File: config.mk
export PLATFORM = sky130hd
export DESIGN_NAME = bpcg_ram
export DESIGN_NICKNAME = d
export VERILOG_FILES = /design/src/bpcg_ram.sv
export SDC_FILE = /design/constraint.sdc
export NUM_CORES = 1
export LEC_CHECK = 0
export BUFFER_PORTS_ARGS = -buffer_cell sky130_fd_sc_hd__buf_4
export CAP_MARGIN = 20
export CORE_ASPECT_RATIO = 0.6
export CORE_MARGIN = 2
export CORE_UTILIZATION = 40
export DETAILED_ROUTE_END_ITERATION = 8
export GPL_TIMING_DRIVEN = 0
export PLACE_DENSITY = 0.6
export SYNTH_ARGS = -nofsm -noshare
export SYNTH_HDL_FRONTEND = slang
export SYNTH_SLANG_ARGS = --single-unit
File: constraint.sdc
create_clock -name clock -period 2.6 [get_ports clock]
set_input_delay 0.13 -clock clock [delete_from_list [all_inputs] [get_ports clock]]
set_output_delay 0.13 -clock clock [all_outputs]
set_load 0.05 [all_outputs]
File: src/bpcg_ram.sv
// generic ram with one write port and one registered read port
`default_nettype none
module bpcg_ram #(
   parameter int unsigned Width = 32,
   parameter int unsigned Depth = 32
) (
   input  wire logic                     clock,
   input  wire logic                     we,
   input  wire logic [$clog2(Depth)-1:0] waddr,
   input  wire logic [Width-1:0]         wdata,
   input  wire logic [$clog2(Depth)-1:0] raddr,
   output logic      [Width-1:0]         rdata
);
   logic [Width-1:0] mem [Depth];

   always_ff @(posedge clock) begin
      if (we) mem[waddr] <= wdata;
      rdata <= mem[raddr];
   end
endmodule
`default_nettype wire

Word level (Yosys, flattened, before mapping)
Memories as Yosys holds them, arrays and structs flattened. A register that Yosys moved wholly into a read port is not among the register bits.
Cells that the tools add are included.
- input bits: 44
- memory bits (writable): 1024
- memories kept: 1
- bits in latches: 0
- output and inout port bits: 32
- register bits: 0
- memory bits (read-only): 0
- multiplexer cells: 2
- reductions and logical operators: 0
- divide/modulo/power cells: 0
- add/subtract/negate cells: 0
- equality and inequality tests: 0
- $mul: 0
- bitwise logic cells: 0
- shift-type cells: 0
- order comparisons: 0
- memory list (name ; depth ; bits a word ; read ports ; clocked after Yosys merged registers in ; wr ports ; line ; RTL):
    mem ; 32 ; 32 ; 1 ; 1 ; 1 ; 14 ; logic [Width-1:0] mem [Depth];
- operator list (kind ; count):
    1-bit 2-to-1 mux ; 2

Longest topological paths before layout
Gate-level depths: netlist of the first run.
- depth in word-level cells: 2
- gate-level depth with buffers: 8

Worst setup path after synthesis of the first run
Ideal clock, no wire load.
- path kind: input port to flip-flop
- from: input waddr[1]
- to: memory mem[12][0] (enable)
- slack: 0.036 ns
- arrival time: 2.143 ns
- path buffers: 1
- data required time: 2.179 ns
- library setup time: 0.421 ns
- cell stages on the path: 3
- path through: or3b_2 clkbuf_1 nor2_1
- RTL lines (what ; line ; RTL):
    start, declared ; 9 ; input wire logic [$clog2(Depth)-1:0] waddr,
    end, declared ; 14 ;
Straight into the memory's write port.

==> results.json, run 1 <==
{
  "end_kind": "flop",
  "hold_viol_final": 0,
  "synth_compound_area_share_pct": 4.85,
  "cts_buffer_depth": 3,
  "synth_edf_count": 1024,
  "crit_buf_inv": 3,
  "synth.area.mux_share_pct": 12.7,
  "route.vias.total": 21500,
  "drc": 0,
  "cts_inserted_buffers": 93,
  "rows": 90,
  "syn_to_final_growth_pct": 16.3,
  "crit_required_ns": 3.09,
  "cts_num_sinks": 1056,
  "cts_resized": 0,
  "fill_cells": 8407,
  "insertedDiodeCount": 0,
  "yosys.area_share.simple_pct": 3.10,
  "detail_route.wl_per_cell_microns": 26.0,
  "worstMarginPinSlew_ns": 1.15,
  "synth_top_family_by_area": "multiplexers",
  "grt_pass1_wl_microns": 146000,
  "synth_common_cells": "edfxtp_1 (1024), mux2i_1 (512), nand2_1 (98), nand3_1 (98)",
  "synthArstFlopShare_pct": 0,
  "synthDistinctLibCells": 25,
  "setup_slack_ns": 0.808,
  "cp-start-kind": "input pin",
  "drtAntennaViolNets": 0,
  "period_needed_ns": 1.79,
  "wl_microns": 102000,
  "hold_path.class": "input pin to flop",
  "yosys_warnings": 0,
  "grt_setup_unrepaired": "no",
  "synth_seq_cells": 1056,
  "place_congestion": 0.852,
  "path_class": "input pin to flop",
  "cts_tree": "built",
  "maxCapViolCount": 0,
  "clk_pin_slew_ns": 0.07,
  "cts_root_buffer": "clkbuf_16",
  "vdd_ir_drop_max_uv": 509,
  "power.leakage_nw": 16.3,
  "synth.avg_cell_area_sq_um": 17.9,
  "cp_max_fo": 10,
  "synth_flop_cell": "edfxtp_1",
  "crit_chain": "buf_4 > and2_1 > clkbuf_1 > clkbuf_1 > a22oi_1 > nand3_1 > nand3_1",
  "netlist_instances": 2260,
  "place_ws_ns": 0.113,
  "yosysTopAreaCell": "edfxtp_1",
  "hold_slack_ns": 0.159,
  "synth_xor_area_share_pct": 0,
  "overflow": 0,
  "hpwl_microns": 67300,
  "slowest_delay_ns": 0.66,
  "synthMostInstantiatedCell": "edfxtp_1",
  "status": "finished clean",
  "slew_headroom_pct": 23.4,
  "htree_levels": 3,
  "finalInstanceArea_sq_um": 47100,
  "setup_viol": 0,
  "crit_arrival_ns": 2.28,
  "placed_area_sq_um": 43600,
  "max_freq_mhz": 558,
  "worst_path_max_delay_cell": "clkbuf_1",
  "grt_antenna_before_repair": 0,
  "dieArea_sq_um": 104000,
  "grt_pass1_vias": 21100,
  "dieHeight_microns": 250,
  "ctsHoldBuffers": 32,
  "drt_iter0_drc": 2602,
  "post-synth-top-area-fraction_pct": 76.0,
  "dr.pass1.iters": 5,
  "synth_nets": 2304,
  "synthTopCellsByArea": "edfxtp_1 (76%), mux2i_1 (13%), a22oi_1 (1.8%)",
  "cts_setup_buffers": 0,
  "synth-seq-area-share_pct": 77.5,
  "viasPerCell": 5.51,
  "p_per_area_nw_per_um2": 758,
  "syn_area_sq_um": 40500,
  "core_area_sq_um": 100000,
  "clock_latency_ns": 0.69,
  "finish.utilization_pct": 46.9,
  "crit_family": "buffers and inverters",
  "drive_above_1_share_pct": 14.2,
  "synth_fa_ha_area_share_pct": 0,
  "start_util_pct": 40.3,
  "io_pins": 76,
  "skew_ns": 0.0240,
  "drv_slew": 0,
  "finalCritPeriodShare_pct": 68.9,
  "grt_max_degree": 33,
  "grt_use_total_pct": 19.4,
  "nets": 2537,
  "fp.dieW_microns": 415,
  "io_buffers": 74
}
[logic make-up (layout without fill, tap and decap cells)]
group           after synthesis  count (layout)
buf+inv                     127             438
compound gates              288             288
mux                         512             512
simple gates                277             277
flops                      1056            1056
[final cells by class]
cell class / instances / area [sq um] / share of cell area [%]
repair buffers: 138 / 1520 / 3.22
plain buffers: 127 / 753 / 1.60
clock inverters: 60 / 694 / 1.47
clock buffers: 113 / 2490 / 5.29
well taps: 1334 / 1670 / 3.54
multi-input cells: 1077 / 8580 / 18.2
flip-flops and latches: 1056 / 31400 / 66.6
[flip-flops by register name (all words and copies together), names as in the netlist]
signal / count
rdata: 32
mem: 1024
[worst reg2reg max path: stages, from the launching register on]
cell and delay [ns]:
edfxtp_1 0.36, mux2i_1 0.18, a22o_1 0.17, nor3_1 0.08, a31oi_1 0.35, nand3_1 0.21
[through the flow]
stage	power (mW)	cells	setup TNS [ns]
3_5_place_dp	21.6	3700	0
6_report	35.7	3905	0
4_1_cts	35.9	3905	0
2_1_floorplan	20.6	2260	0
3_3_place_gp	21.5	3668	-1375.75
5_1_grt	36.7	3905	0
[report_power, final]
group          total, mW  leakage [nW]  internal [mW]  switching, mW
clock network       14.5          1.56           8.26           6.20
logic               2.26          5.26          0.699           1.56
registers           19.0          9.49           18.9         0.0645
total               35.7          16.3           27.9           7.82
[layer usage]
| metal | part of all wire [%] | global-route usage, % | vias up | wire length (microns) |
|---|---|---|---|---|
| met3 | 9.1 | 4.23 | 123 | 9270 |
| met1 | 49 | 31.4 | 11000 | 49300 |
| met5 | 0 | 0 | - | 0 |
| met2 | 41 | 26.5 | 952 | 41200 |
| met4 | 1.8 | 4.26 | 0 | 1820 |
| li1 | - | - | 9449 | - |
[final timing paths]
check	startpoint	endpoint	slack (ns)	cells past startpoint
min reg2reg	mem[10][29]	rdata[29]	0.62	4
max reg2reg	mem[2][17]	rdata[17]	1.09	5
max	raddr[2]	rdata[15]	0.81	7
min	waddr[3]	mem[16][17]	0.16	3
[layout by cell type, fill, tap and decap left out, types with 2 or more instances in the layout]
cell and instances:
nand3_1 98, a21oi_1 96, clkinv_2 18, clkbuf_8 7, mux2i_1 512, a31oi_1 32
buf_2 26, or3b_2 3, a22oi_1 96, dlygate4sd3_1 32, clkinv_1 13, inv_6 7
buf_12 32, a22o_1 64, clkbuf_1 58, nor2_1 2, nand2_1 98, dfxtp_1 32
clkbuf_4 2, bufinv_16 14, nor3_1 32, nand3b_1 5, buf_1 5, nor2_4 32
buf_6 15, buf_4 107, edfxtp_1 1024, clkinvlp_4 5, clkbuf_16 94, nand2b_1 2
(Power assumes the default switching activity.)
==> inputs of run 2 (changes only) <==
--- a/config.mk
+++ b/config.mk
@@ -5,6 +5,7 @@
 export SDC_FILE = /design/constraint.sdc
 export NUM_CORES = 1
 export LEC_CHECK = 0
+export ABC_AREA = 1
 export BUFFER_PORTS_ARGS = -buffer_cell sky130_fd_sc_hd__buf_4
 export CAP_MARGIN = 20
 export CORE_ASPECT_RATIO = 0.6
@@ -12,7 +13,7 @@
 export CORE_UTILIZATION = 40
 export DETAILED_ROUTE_END_ITERATION = 8
 export GPL_TIMING_DRIVEN = 0
-export PLACE_DENSITY = 0.6
+export PLACE_DENSITY = 0.58
 export SYNTH_ARGS = -nofsm -noshare
 export SYNTH_HDL_FRONTEND = slang
 export SYNTH_SLANG_ARGS = --single-unit
==> constraint.sdc (replaced) <==
create_clock -name clock -period 1.7 [get_ports clock]
set_input_delay 0.085 -clock clock [delete_from_list [all_inputs] [get_ports clock]]
set_output_delay 0.085 -clock clock [all_outputs]
set_load 0.05 [all_outputs]
==> run 2 against run 1 <==
Net effect: the flow now finishes with violations (hold timing); final area increased by 4.2%; global-route usage grew 5.2 points; first-iteration DRC count rose by 74%; clock skew decreased by 0.0012 ns; hold slack worse by 0.19 ns; via count is 34% higher; core utilization decreased by 0.18 points; critical path type unchanged; critical endpoint is now rdata[31].
==> results.json, run 2 <==
{
  "status": "finished with violations",
  "violations": "hold timing",
  "synth-seq-area-share_pct": 74.0,
  "syn_area_sq_um": 42400,
  "grt_pass1_vias": 25900,
  "rr_endpoint": "rdata[20]",
  "path_class": "input pin to flop",
  "detail_route.wl_per_cell_microns": 25.6,
  "met3_length_microns": 19000,
  "synthDistinctLibCells": 14,
  "hold_path.class": "input pin to flop",
  "largestRegisters": "mem x1024, rdata x32",
  "route.vias.total": 28900,
  "cp-start-kind": "input pin",
  "synth_seq_cells": 1056,
  "power_frac_seq_pct": 52.8,
  "synthTopCellsByArea": "edfxtp_1 (73%), nand2_1 (13%), nand3_1 (9.2%)",
  "grt_use_total_pct": 24.6,
  "syn_to_final_growth_pct": 15.8,
  "cp-startpoint": "raddr[2]",
  "synthArstFlopShare_pct": 0,
  "highest_layer": "met4",
  "cts_num_sinks": 1056,
  "fill_cells": 9373,
  "finish.utilization_pct": 46.7,
  "io_buffers": 72,
  "drt-met1-wl_microns": 63000,
  "core_area_sq_um": 105000,
  "grt_pass1_wl_microns": 190000,
  "final_cell_mix": "nand2_1 (1440), edfxtp_1 (1024), nand3_1 (780), buf_4 (115), clkbuf_16 (93)",
  "drc": 0,
  "largest_reg_flops": 1024,
  "nets": 3831,
  "grt_max_degree": 33,
  "synth_edf_count": 1024,
  "maxCapViolCount": 0,
  "grt_setup_unrepaired": "no",
  "skew_ns": 0.0228,
  "end_kind": "flop",
  "dieArea_sq_um": 109000,
  "hold_viol_final": 2,
  "htree_levels": 3,
  "yosys_warnings": 0,
  "cp_max_fo": 11,
  "finalCritPeriodShare_pct": 99.7,
  "multiInputGateArea_sq_um": 9670,
  "cts_inserted_buffers": 90,
  "crit_arrival_ns": 2.30,
  "slew_headroom_pct": 30.0,
  "cts_tree": "built",
  "synth_common_cells": "nand2_1 (1440), edfxtp_1 (1024), nand3_1 (780)",
  "p_per_area_nw_per_um2": 1120,
  "hold_slack_ns": -0.0272,
  "power.leakage_nw": 18.0,
  "drt_iter0_drc": 4519,
  "p_sw_mw": 13.1,
  "r2r_cells": 8,
  "yosysTopAreaCell": "edfxtp_1",
  "dr_wl_met2_microns": 51200,
  "worstMarginPinSlew_ns": 1.05,
  "hpwl_microns": 89600,
  "crit_required_ns": 2.31,
  "max_freq_mhz": 590,
  "synthMostInstantiatedCell": "nand2_1",
  "drtAntennaViolNets": 0,
  "dr.pass1.iters": 6,
  "synth_nets": 3580,
  "period_needed_ns": 1.69,
  "cts_root_buffer": "clkbuf_16",
  "wl_microns": 135000,
  "vdd_ir_drop_max_uv": 892,
  "clk_pin_slew_ns": 0.06,
  "total_power_mw": 54.9,
  "start_util_pct": 40.3,
  "post-synth-top-area-fraction_pct": 72.5,
  "synth_flop_cell": "edfxtp_1",
  "whs_path_depth": 5,
  "grt_antenna_before_repair": 1,
  "clock_latency_ns": 0.69,
  "drv_slew": 0,
  "place_inst": 5050,
  "viasPerCell": 5.48,
  "regArea_sq_um": 31400,
  "place_congestion": 0.862,
  "clkPwrFrac_pct": 38.9,
  "rows": 92,
  "layout_commonest_cell": "nand2_1",
  "power_switching_share_pct": 23.9,
  "cp-endpoint": "rdata[31]",
  "largest-register": "mem",
  "overflow": 0,
  "dieHeight_microns": 256,
  "netlist_instances": 3536,
  "power.internal_mw": 41.8,
  "fin_cells": 5270,
  "fp.dieW_microns": 424,
  "drive_above_1_share_pct": 12.0,
  "setup_viol": 0,
  "cts_buffer_depth": 3,
  "combPwrFrac_pct": 8.3,
  "worstReg2RegStart": "mem[17][20]",
  "worstHoldStart": "raddr[3]",
  "setup_tns_ns": 0,
  "r2r_slack_ns": 0.38,
  "synth.avg_cell_area_sq_um": 12.0,
  "io_pins": 76
}
run 2: cell types whose count changed after synthesis, moves of 22 or more:
cell / change
buf_6: +51
nor3_1: -32
a21oi_1: -96
buf_2: +57
mux2i_1: -512
nand2_1: +1342
a31oi_1: -32
nand3_1: +682
a22oi_1: -96
clkbuf_1: -22
a22o_1: -64
run 2: per-layer routing:
layer | track usage [%] | vias up
met1 | 40.8 | 14100
met3 | 7.54 | 129
met2 | 30.7 | 1784
met4 | 4.75 | 0
li1 | - | 12900
met5 | 0 | -
run 2: worst min path at each step:
stage / to / slack, ns
global placement: mem[2][27] / 0.53
finish: rdata[6] / -0.03
global route: rdata[6] / 0.005
CTS: rdata[4] / 0.02
floorplan: mem[0][0] / 0.18
detailed placement: mem[2][27] / 0.54
run 2: area by class of cell:
class,instances,area share (%)
Antenna cell,2,0.0102
Sequential cell,1056,63.9
Tap cell,1410,3.59
Clock inverter,49,1.05
Inverter,10,0.0918
Buffer,216,3.15
Clock buffer,114,4.92
Timing Repair Buffer,161,3.54
Multi-Input combinational cell,2252,19.7
run 2: cells by family after synthesis:
group	share of synthesized area (%)
buffers and inverters	3.74
DFF	74.0
and+or+nand+nor	22.2
run 2: repair_timing:
action                                  in CTS  in global routing
endpoints found under the setup margin      13                 93
buffers inserted                             4                 18
gates resized for setup                      0                  3
endpoints found under the hold margin     1027                  0
pin swaps                                    1                  5
hold buffers                                34                  0
run 2: critical path, stage by stage:
cell and delay, ns:
buf_4 0.15, inv_1 0.06, buf_2 0.44, clkdlybuf4s15_1 0.88, nand3_1 0.19, nand2_1 0.12
nand2_1 0.07, nand2_1 0.09, nand2_1 0.06, nand2_1 0.13
run 2: metrics by stage:
step	setup slack, ns	area, sq um
after CTS	0.00159	48900
after floorplan	-0.461	42400
final	0.00530	49100
after global routing	0.0123	49100
after detailed placement	-0.754	45600
after global placement	-2.79	44700
run 2: power by group through the flow:
stage	clock, mW	sequential, mW	combinational, mW
final	21.4	29.0	4.55
after CTS	21.5	29.0	4.46
after global routing	22.5	29.0	4.86
after detailed placement	0	29.6	4.39
after global placement	0	29.6	4.28
after floorplan	0	29.9	1.99
